<file path="src/sv/pap_pkg.sv">
// Shared types, constants and codes for the PWM audio double-buffer player.
package pap_pkg;

    localparam int HALF_BYTES_DEF = 512;
    localparam int DUTY_FLOOR     = 30;
    localparam int SAMPLE_W       = 8;
    localparam int DUTY_W         = 16;
    localparam int TICK_W         = 16;
    localparam int WR_ADDR_W      = 10;
    localparam int START_BYTES_W  = 11;
    localparam int SKIP_W         = 3;
    localparam int CFG_IDX_W      = 3;
    localparam int CFG_DATA_W     = 16;

    // Request codes
    localparam logic [1:0] REQ_WRITE = 2'd0;
    localparam logic [1:0] REQ_TICK  = 2'd1;
    localparam logic [1:0] REQ_START = 2'd2;
    localparam logic [1:0] REQ_HALT  = 2'd3;

    // Configuration register indexes
    localparam logic [CFG_IDX_W-1:0] CFG_STEREO_MODE  = 3'd0;
    localparam logic [CFG_IDX_W-1:0] CFG_SIGN_FIX     = 3'd1;
    localparam logic [CFG_IDX_W-1:0] CFG_SAMPLE_BYTES = 3'd2;
    localparam logic [CFG_IDX_W-1:0] CFG_SKIP_LOG2    = 3'd3;
    localparam logic [CFG_IDX_W-1:0] CFG_TIMER_PERIOD = 3'd4;
    localparam logic [CFG_IDX_W-1:0] CFG_START_OFFSET = 3'd5;
    localparam logic [CFG_IDX_W-1:0] CFG_START_BYTES  = 3'd6;

    typedef struct packed {
        logic [1:0]           req_type;
        logic [WR_ADDR_W-1:0] write_address;
        logic [SAMPLE_W-1:0]  write_data;
    } req_item_t;

    typedef struct packed {
        logic [DUTY_W-1:0] left_duty;
        logic [DUTY_W-1:0] right_duty;
        logic              refill_now;
        logic              half_to_fill;
    } res_item_t;

    // Tick in flight between the store read and the duty stage
    typedef struct packed {
        logic valid;
        logic refill_now;
        logic half_to_fill;
    } tick_info_t;

    typedef struct packed {
        logic                stereo;
        logic [SAMPLE_W-1:0] sign_fix;
        logic [DUTY_W-1:0]   scale;
    } duty_cfg_t;

endpackage

</file>
<file path="src/sv/pap_duty.sv">
// Duty scaling of the sample bytes and the result output register.
module pap_duty (
    input  logic                         clk,
    input  logic                         rst_n,
    input  pap_pkg::tick_info_t          tick,
    input  logic [pap_pkg::SAMPLE_W-1:0] left_raw,
    input  logic [pap_pkg::SAMPLE_W-1:0] right_raw,
    input  pap_pkg::duty_cfg_t           cfg,
    output logic                         ready,
    output logic                         res_valid,
    input  logic                         res_stall,
    output pap_pkg::res_item_t           res
);
    import pap_pkg::*;

    localparam int PROD_W = DUTY_W + SAMPLE_W;

    logic        res_valid_reg;
    res_item_t   res_reg;
    logic [DUTY_W-1:0] left_duty;
    logic [DUTY_W-1:0] right_duty;

    function automatic logic [DUTY_W-1:0] duty_of(
        input logic [SAMPLE_W-1:0] raw,
        input logic [SAMPLE_W-1:0] sign_fix,
        input logic [DUTY_W-1:0]   scale
    );
        logic [SAMPLE_W-1:0] v;
        logic [PROD_W-1:0]   prod;
        logic [DUTY_W-1:0]   d;
        v    = raw ^ sign_fix;
        prod = PROD_W'(scale) * PROD_W'(v);
        d    = prod[PROD_W-1:SAMPLE_W] + DUTY_W'(DUTY_FLOOR);
        return d;
    endfunction

    assign left_duty  = duty_of(left_raw, cfg.sign_fix, cfg.scale);
    assign right_duty = cfg.stereo ? duty_of(right_raw, cfg.sign_fix, cfg.scale) : left_duty;

    // Output register moves when empty or when its item is taken
    assign ready = !res_valid_reg || !res_stall;

    always_ff @(posedge clk or negedge rst_n)
    begin
        if (!rst_n)
        begin
            res_valid_reg <= 1'b0;
        end
        else if (ready)
        begin
            res_valid_reg <= tick.valid;
        end
    end

    always_ff @(posedge clk)
    begin
        if (ready && tick.valid)
        begin
            res_reg.left_duty    <= left_duty;
            res_reg.right_duty   <= right_duty;
            res_reg.refill_now   <= tick.refill_now;
            res_reg.half_to_fill <= tick.half_to_fill;
        end
    end

    assign res_valid = res_valid_reg;
    assign res       = res_reg;

endmodule

</file>
<file path="config.mk">
export PLATFORM = sky130hd
export DESIGN_NAME = pap_duty
export DESIGN_NICKNAME = d
export VERILOG_FILES = /design/src/sv/pap_pkg.sv /design/src/sv/pap_duty.sv
export SDC_FILE = /design/constraint.sdc
export NUM_CORES = 1
export LEC_CHECK = 0
export ABC_AREA = 1
export CAP_MARGIN = 20
export CORE_UTILIZATION = 32
export CTS_CLUSTER_DIAMETER = 60
export CTS_CLUSTER_SIZE = 20
export DETAILED_ROUTE_END_ITERATION = 16
export DONT_BUFFER_PORTS = 1
export PLACE_DENSITY = 0.44
export REMOVE_ABC_BUFFERS = 1
export SLEW_MARGIN = 10
export SYNTH_ARGS = -nofsm -noshare
export SYNTH_HDL_FRONTEND = slang
export SYNTH_SLANG_ARGS = --single-unit
</file>
<file path="constraint.sdc">
create_clock -name clk -period 2.79 [get_ports clk]
set_clock_uncertainty 0.05 [all_clocks]
set_input_delay 0.279 -clock clk [delete_from_list [all_inputs] [get_ports clk]]
set_output_delay 0.279 -clock clk [all_outputs]
set_load 0.1 [all_outputs]
</file>
==> metrics.yaml, run 1 <==
floorplanning:
  initial_core_util_pct: 32.4
  dieHeight_microns: 181
  io_pins: 83
  die_w_microns: 181
  coreArea_sq_mm: 0.0316
  fp-row-count: 65
  die-area_sq_mm: 0.0327
clocking:
  insertion_delay_ns: 0.28
  cts_max_level: 2
  clock-sinks: 35
  cts_buffers: 5
  cts_tree: "yes"
  clk_pin_slew_ns: 0.05
  ctsRootBufferMaster: "clkbuf_16"
  cts_buffer_depth: 2
placed_design:
  place_area_sq_mm: 0.0127
  io_buffers: 0
  dp_cells: 2016
  pre_cts_ws_ns: -2.89
  place_congestion: 0.870
  place_hpwl_microns: 27400
synth:
  netlist_area_sq_mm: 0.0102
  synthCells: 1387
  ys_warn_count: 0
  syn_avg_cell_area_sq_um: 7.38
  synth_seq_cells: 35
  yosys.cell_types.count: 44
  ys_seq_area_share_pct: 10.2
global_route:
  grt_use_total_pct: 21.0
  gr-total-overflow: 0
  antenna_found_initial: 0
  grt_max_degree: 33
  grt_pass1_vias: 10683
  grt_pass1_wl_microns: 54200
sta:
  rsz0062_at_grt: "yes"
  fin_crit_ns: 4.90
  maxSlewViolCount: 0
  slew-limit-headroom_pct: 35.6
  period_share_pct: 175
  worstMarginPinSlew_ns: 0.968
  setup_viol: 32
  hold_violations: 0
  worst_slack_ns: -2.11
  max_clock_freq_ghz: 0.204
layout:
  largest_register_ffs: 34
  utilization_pct: 46.0
  drive_gt1_share_pct: 34.5
  area_growth_pct: 41.7
  layout.nets: 1962
  finalNonFillerCells: 2068
  n_antenna_cell: 0
  final_cell_area_sq_mm: 0.0145
setup_path:
  crit_end: "res[12]"
  cp.arrival_ns: 4.88
  regToRegSetupSlack_ns: 1.37
  r2r_start: "res_valid"
  crit_start: "left_raw[4]"
  crit_required_ns: 2.77
  path_max_fanout: 6
  r2r-end: "res_valid"
  start_kind: "input pin"
  end_kind: "flip-flop"
  worst-setup-path-type: "in -> reg"
  rr_worst_depth: 2
detailed_routing:
  routed_wl_microns: 32300
  routed_via_density: 4.63
  postRouteAntennaNets: 0
  wl_per_cell_microns: 15.6
  drc: 0
  drt_iter0_drc: 444
  drtPass1Iterations: 5
  vias: 9573
status:
  status: "complete, but fails checks"
  violations: "setup timing"
worst_hold_path:
  hold_class: "in -> reg"
job:
  maxCapViolCount: 0
## logic make-up (layout without fill, tap and decap cells)
family | count (synthesis) | in the layout | share of synthesized area, %
adder cells (fa/ha/maj) | 250 | 250 | 42.7
XOR/XNOR | 22 | 22 | 2.25
AND/OR/NAND/NOR | 657 | 657 | 27.3
buffers and inverters | 324 | 603 | 12.0
AO/OA/AOI/OAI | 99 | 99 | 5.43
flip-flops | 35 | 35 | 10.2
## critical path, stage by stage
cell and delay [ns]:
or2_4 0.24, nand2_4 0.07, buf_12 0.11, buf_12 0.09
nor2_4 0.03, fa_1 0.50, inv_1 0.05, fa_1 0.49
inv_2 0.05, fa_1 0.49, fa_1 0.45, ha_4 0.32
buf_6 0.10, nand2_4 0.06, buf_6 0.12, nor4_4 0.31
nand2_1 0.11, nand2_2 0.09, xor2_2 0.19, inv_2 0.08
nor2_4 0.10, nand2_2 0.08, nor2_4 0.20, xor2_2 0.12
nand2_1 0.09, nand2_1 0.06
## stage by stage
stage	hold WS [ns]	TNS [ns]
after floorplan	-0.0666	-74.47
after global placement	-0.0666	-78.41
after detailed placement	-0.0666	-78.80
after CTS	0.0381	-60.23
after global routing	0.0324	-65.52
final	0.0428	-59.63
## worst min path at each step
stage | start | end | slack (ns) | depth (start not counted)
3_5_place_dp | rst_n | res_valid | -0.07 | 0
3_3_place_gp | rst_n | res_valid | -0.07 | 0
4_1_cts | tick[1] | res[1] | 0.04 | 0
5_1_grt | tick[1] | res[1] | 0.03 | 0
6_report | tick[1] | res[1] | 0.04 | 0
2_1_floorplan | rst_n | res_valid | -0.07 | 0
## final cells by class
| class | count | area (sq um) |
|---|---|---|
| repair buffers | 303 | 2540 |
| clock buffers | 5 | 125 |
| inverters | 292 | 1100 |
| flip-flops and latches | 35 | 1050 |
| clock inverters | 3 | 38.8 |
| well taps | 402 | 503 |
| fillers | 3221 | 17100 |
| multi-input cells | 1028 | 9150 |
## cell usage in the layout, fill, tap and decap left out, types with 23 or more instances in the layout
cell type	n
nand2_1	211
nand2_4	26
fa_1	159
nand2_2	57
nor2_1	221
edfxtp_1	34
nand3_1	38
buf_4	267
inv_1	265
ha_1	64
a21oi_1	23
## synth_stat cells, drive strengths merged
library cell  instances  share of area, %
a21boi                1             0.073
a21o                  4              0.29
a21oi                46               2.3
a31oi                 1             0.061
and2                  4              0.27
buf                   3              0.27
clkbuf               29               1.1
clkinv                4              0.15
dfrtp                 1              0.24
edfxtp               34                10
fa                  166                32
ha                   84                10
inv                 288                11
nand2               294                11
nand3                63               3.2
nand3b                8              0.62
nand4                 2              0.12
nor2                260                10
nor3                  8              0.39
nor4                  6              0.64
o211ai                1             0.073
o21a                  3              0.22
o21ai                35               1.7
o21bai                7              0.62
o22a                  1             0.086
or2                  12              0.73
xnor2                 7              0.67
xor2                 15               1.6
## what timing repair did
action | in CTS | in global routing
hold buffers | 1 | 0
gates resized for setup | 207 | 100
gates cloned | 0 | 0
setup buffers | 32 | 16
pin swaps | 105 | 83
hold endpoints to repair | 1 | 0
setup endpoints to repair | 32 | 32
## routing by layer
metal	GRT usage [%]	vias up	share of wire, %
met5	0	-	0
met4	3.45	0	1.3
met3	1.57	34	2.4
met2	39.2	113	51
met1	26.5	4712	45
li1	-	4714	-
Power of run 1 is not shown: default switching activity piles up to over one toggle a cycle in this logic, so the estimate is an artifact.
==> inputs of run 2 (changes only) <==
- TNS_END_PERCENT: unset -> 5
==> run 2 against run 1 <==
Against the previous run:
- register-to-register slack is essentially flat
- routed wire length shrank 1.5%
- critical path depth shrank 3
- non-clock buffer count shrank 16
- die area is the same
- global-route usage shrank 0.057 points
- critical path type unchanged
- worst hold slack gained 0.00054 ns
- the run still ends with setup timing left
- final area shrank 4.6%
- sequential cell count is the same
- fmax grew 0.25%
- clock-buffer cell count is the same
==> metrics.yaml, run 2 (same netlist as run 1, synthesis figures left out) <==
detailed_routing:
  routed_via_density: 4.61  # -0.36%
  drc: 0  # unchanged
  routed_wl_microns: 31800  # -1.5%
  postRouteAntennaNets: 0  # unchanged
  vias: 9465  # -1.1%
  drt_iter0_drc: 420  # -5.4%
  wl_per_cell_microns: 15.5  # -0.77%
  drtPass1Iterations: 5  # unchanged
sta:
  fin_crit_ns: 4.88  # -0.0122 ns
  worst_slack_ns: -2.09  # +0.0122 ns
  worstMarginPinSlew_ns: 0.968  # -0.000624 ns
  fin_hold_ws_ns: 0.0433  # +0.000536 ns
  slew-limit-headroom_pct: 35.6  # +0.041 points
  hold_violations: 0  # unchanged
  max_clock_freq_ghz: 0.205  # +0.25%
  maxSlewViolCount: 0  # unchanged
  rsz0062_at_grt: "yes"
  period_share_pct: 175  # -0.44 points
  setup_viol: 32  # unchanged
  setup_tns_ns: -59.60  # +0.0271 ns
clocking:
  cts_tree: "yes"
  clk_pin_slew_ns: 0.05  # about the same
  ctsRootBufferMaster: "clkbuf_16"
  cts_buffers: 5  # unchanged
  cts_buffer_depth: 2  # unchanged
  cts_max_level: 2  # unchanged
  clock-sinks: 35  # unchanged
  insertion_delay_ns: 0.28  # about the same
worst_hold_path:
  hold_class: "in -> reg"
  hold_path.startpoint: "tick[1]"
global_route:
  grt_use_total_pct: 20.9  # -0.057 points
  grt_pass1_vias: 10671  # -0.11%
  antenna_found_initial: 0  # unchanged
  grt_pass1_wl_microns: 54100  # -0.33%
  use_met1_pct: 26.3  # -0.20 points
  gr-total-overflow: 0  # unchanged
  top_usage_layer: "met2"
  met3_usage_pct: 1.71  # +0.14 points
  grt_max_degree: 33  # unchanged
  use_met2_pct: 39.0  # -0.15 points
setup_path:
  worst-setup-path-type: "in -> reg"
  start_kind: "input pin"
  r2r_start: "res_valid"
  end_kind: "flip-flop"
  crit_start: "cfg[21]"
  path_max_fanout: 8  # +2
  cp.arrival_ns: 4.87  # about the same
  crit_required_ns: 2.77  # about the same
layout:
  layout.nets: 1946  # -0.82%
  area_growth_pct: 35.1
  drive_gt1_share_pct: 28.7  # -5.7 points
  multi_input_area_sq_mm: 0.00866  # -5.3%
  largest_register_ffs: 34  # unchanged
  mostFrequentLayoutCells: "inv_1 (275), buf_4 (261), nand2_1 (242)"
  n_antenna_cell: 0  # unchanged
  layout_commonest_cell: "inv_1"
  finalNonFillerCells: 2052  # -0.77%
  nFillCells: 3287  # +2.0%
  seqCellArea_sq_mm: 0.00105  # unchanged
job:
  maxCapViolCount: 0  # unchanged
floorplanning:
  fp-row-count: 65  # unchanged
  die-area_sq_mm: 0.0327  # unchanged
  coreArea_sq_mm: 0.0316  # unchanged
  io_pins: 83  # unchanged
  die_w_microns: 181  # unchanged
  dieHeight_microns: 181  # unchanged
  initial_core_util_pct: 32.4  # unchanged
status:
  status: "complete, but fails checks"
  violations: "setup timing"
placed_design:
  dp_cells: 2016  # unchanged
  pre_cts_ws_ns: -2.89  # unchanged
  io_buffers: 0  # unchanged
  place_hpwl_microns: 27400  # unchanged
  place_congestion: 0.870  # unchanged
==> run 2: final timing paths <==
| check | end | slack (ns) | depth (start not counted) |
|---|---|---|---|
| worst min register to register | res[1] | 0.60 | 1 |
| worst max-delay path | res[15] | -2.09 | 23 |
| worst min-delay path | res[1] | 0.04 | 0 |
| min in group asynchronous | res_valid | 0.16 | 1 |
| worst max register to register | res_valid | 1.37 | 2 |
| max in group asynchronous | res_valid | 2.43 | 1 |
==> run 2: layer usage <==
layer	vias up	routed length [microns]	part of all wire, %
met4	0	510	1.6
met1	4631	14400	45
met5	-	0	0
li1	4691	-	-
met3	40	752	2.4
met2	103	16200	51
==> run 2: metrics by stage <==
step	utilization (%)	instance area, sq um
6_report	43.8	13800
5_1_grt	43.8	13800
4_1_cts	43.5	13700
3_5_place_dp	40.2	12700
3_3_place_gp	40.2	12700
2_1_floorplan	-	10100
==> run 2: area by class of cell <==
| type | instances | area share [%] |
|---|---|---|
| timing repair buffer | 287 | 17.0 |
| multi-input combinational | 1028 | 62.6 |
| sequential | 35 | 7.56 |
| clock inverter | 3 | 0.280 |
| inverter | 292 | 7.95 |
| tap | 402 | 3.64 |
| clock buffer | 5 | 0.905 |
==> run 2: what timing repair did <==
item,in CTS,in global routing
setup endpoints to repair,32,32
hold endpoints to repair,1,0
setup buffers,26,2
gates resized for setup,159,26
pin swaps,83,17
hold buffers,1,0
==> run 2: critical path: stages <==
cell and delay (ns):
or2_4 0.24, nand2_4 0.11, buf_8 0.14, inv_1 0.07, nand2_1 0.08, fa_1 0.45, fa_1 0.54, inv_1 0.05
fa_1 0.55, fa_1 0.46, ha_4 0.33, nand2_4 0.07, nor4_4 0.32, nand2_1 0.10, nand2_2 0.10, xor2_2 0.17
nand2_1 0.10, nor2_2 0.16, nand2_1 0.13, nor2_4 0.15, nand3_1 0.10, nand3_2 0.10, nand2_1 0.05
Power of run 2 is left out for the same reason.
==> inputs of run 3 (changes only) <==
- CTS_CLUSTER_DIAMETER: 60 -> 30
- SETUP_SLACK_MARGIN: unset -> 0.1
==> run 3 against run 2 <==
Against the previous run:
- the flow still finishes with violations (setup timing)
- first-iteration DRC count increased by 16%
- setup slack improved by 0.017 ns
- final area increased by 3.9%
- sequential cell count unchanged
- non-clock buffer count increased by 15
- global-route usage about the same
- die area unchanged
- clock-buffer cell count unchanged
- sequential share of layout area decreased by 0.29 points
- largest cell class unchanged
- highest routed layer unchanged
==> metrics.yaml, run 3 (same netlist as run 1, synthesis figures left out) <==
job:
  maxCapViolCount: 0  # unchanged
placed_design:
  place_congestion: 0.870  # unchanged
  io_buffers: 0  # unchanged
  place_hpwl_microns: 27400  # unchanged
  place_area_sq_mm: 0.0127  # unchanged
sta:
  setup_viol: 32  # unchanged
  fin_crit_ns: 4.87  # -0.0168 ns
  worst_slack_ns: -2.08  # +0.0168 ns
  max_clock_freq_ghz: 0.205  # +0.35%
  maxSlewViolCount: 0  # unchanged
  worstMarginPinSlew_ns: 0.969  # +0.000927 ns
  slew-limit-headroom_pct: 35.6  # -0.062 points
  fin_hold_ws_ns: 0.0431  # -0.000225 ns
  hold_violations: 0  # unchanged
  rsz0062_at_grt: "yes"
  period_share_pct: 174  # -0.60 points
layout:
  layout.nets: 1961  # +0.77%
  final_cell_area_sq_mm: 0.0144  # +3.9%
  area_growth_pct: 40.4
  n_antenna_cell: 0  # unchanged
  mostFrequentLayoutCells: "inv_1 (268), buf_4 (266), nand2_1 (221)"
  drive_gt1_share_pct: 33.5  # +4.8 points
  largest_register_ffs: 34  # unchanged
  multi_input_area_sq_mm: 0.00905  # +4.4%
  nFillCells: 3248  # -1.2%
  layout_commonest_cell: "inv_1"
  seqCellArea_sq_mm: 0.00105  # unchanged
setup_path:
  cp_top_family: "adder cells"
  worst-setup-path-type: "in -> reg"
  end_kind: "flip-flop"
  start_kind: "input pin"
  path_max_fanout: 5  # -3
  max_stage_delay_ns: 0.55  # about the same
  cp.arrival_ns: 4.97  # +0.10 ns
  crit_slowest_cell: "fa_1"
  timing.critical_path.mode_cell: "fa_1"
  worst-path-buf-inv: 6  # +3
  crit_required_ns: 2.89  # +0.12 ns
clocking:
  clock-sinks: 35  # unchanged
  cts_buffers: 5  # unchanged
  ctsRootBufferMaster: "clkbuf_16"
  cts_buffer_depth: 2  # unchanged
  insertion_delay_ns: 0.28  # about the same
  cts_tree: "yes"
  cts_max_level: 2  # unchanged
  clk_pin_slew_ns: 0.05  # about the same
global_route:
  gr-total-overflow: 0  # unchanged
  grt_pass1_vias: 10657  # -0.13%
  grt_max_degree: 33  # unchanged
  grt_pass1_wl_microns: 54100  # about the same
  antenna_found_initial: 0  # unchanged
  grt_use_total_pct: 20.9  # about the same
floorplanning:
  initial_core_util_pct: 32.4  # unchanged
  coreArea_sq_mm: 0.0316  # unchanged
  fp-row-count: 65  # unchanged
  die-area_sq_mm: 0.0327  # unchanged
  io_pins: 83  # unchanged
  die_w_microns: 181  # unchanged
  dieHeight_microns: 181  # unchanged
detailed_routing:
  postRouteAntennaNets: 0  # unchanged
  vias: 9621  # +1.6%
  routed_via_density: 4.65  # +0.91%
  drc: 0  # unchanged
  wl_per_cell_microns: 15.7  # +1.1%
  drt_iter0_drc: 489  # +16%
  drtPass1Iterations: 7  # +2
  routed_wl_microns: 32400  # +1.8%
worst_hold_path:
  hold_class: "in -> reg"
status:
  status: "complete, but fails checks"
  violations: "setup timing"
==> run 3: worst register-to-register path, cell delays in order (launching register included) <==
cell and delay, ns:
dfrtp_1 0.41, nand2_1 0.70, nand2_1 0.10
==> run 3: cell type report <==
class	instances	share of cell area (%)
clock buffer	5	0.870
clock inverter	3	0.270
inverter	292	7.69
multi-input combinational	1028	62.9
sequential	35	7.28
tap	402	3.50
timing repair buffer	302	17.5
==> run 3: timing repair <==
item	in CTS	in global routing
pin swaps	83	95
gates resized for setup	158	134
endpoints found under the setup margin	32	32
endpoints found under the hold margin	1	0
buffers inserted	25	17
gates cloned	0	0
hold buffers	1	0
==> run 3: worst paths after layout <==
kind,from,to,slack (ns),cells past startpoint
setup reg to reg,res_valid,res_valid,1.37,2
setup / recovery,left_raw[3],res[12],-2.08,25
max in group asynchronous,rst_n,res_valid,2.43,1
hold / removal,tick[1],res[1],0.04,0
hold reg to reg,res_valid,res[1],0.60,1
min in group asynchronous,rst_n,res_valid,0.16,1
==> run 3: per-stage QoR <==
| step | TNS (ns) | cells | util [%] | setup WS, ns |
|---|---|---|---|---|
| finish | -59.92 | 2067 | 45.6 | -2.08 |
| CTS | -60.85 | 2050 | 43.5 | -2.11 |
| global placement | -78.41 | 2016 | 40.2 | -2.87 |
| detailed placement | -78.80 | 2016 | 40.2 | -2.89 |
| global route | -66.41 | 2067 | 45.6 | -2.33 |
| floorplan | -74.47 | 1355 | - | -2.35 |
==> run 3: layer usage <==
| layer | routed length, microns | track usage [%] | up-vias |
|---|---|---|---|
| li1 | - | - | 4721 |
| met1 | 14400 | 26.3 | 4748 |
| met2 | 16700 | 39.1 | 112 |
| met3 | 809 | 1.71 | 40 |
| met4 | 520 | 3.62 | 0 |
| met5 | 0 | 0 | - |
Power of run 3 is left out for the same reason.
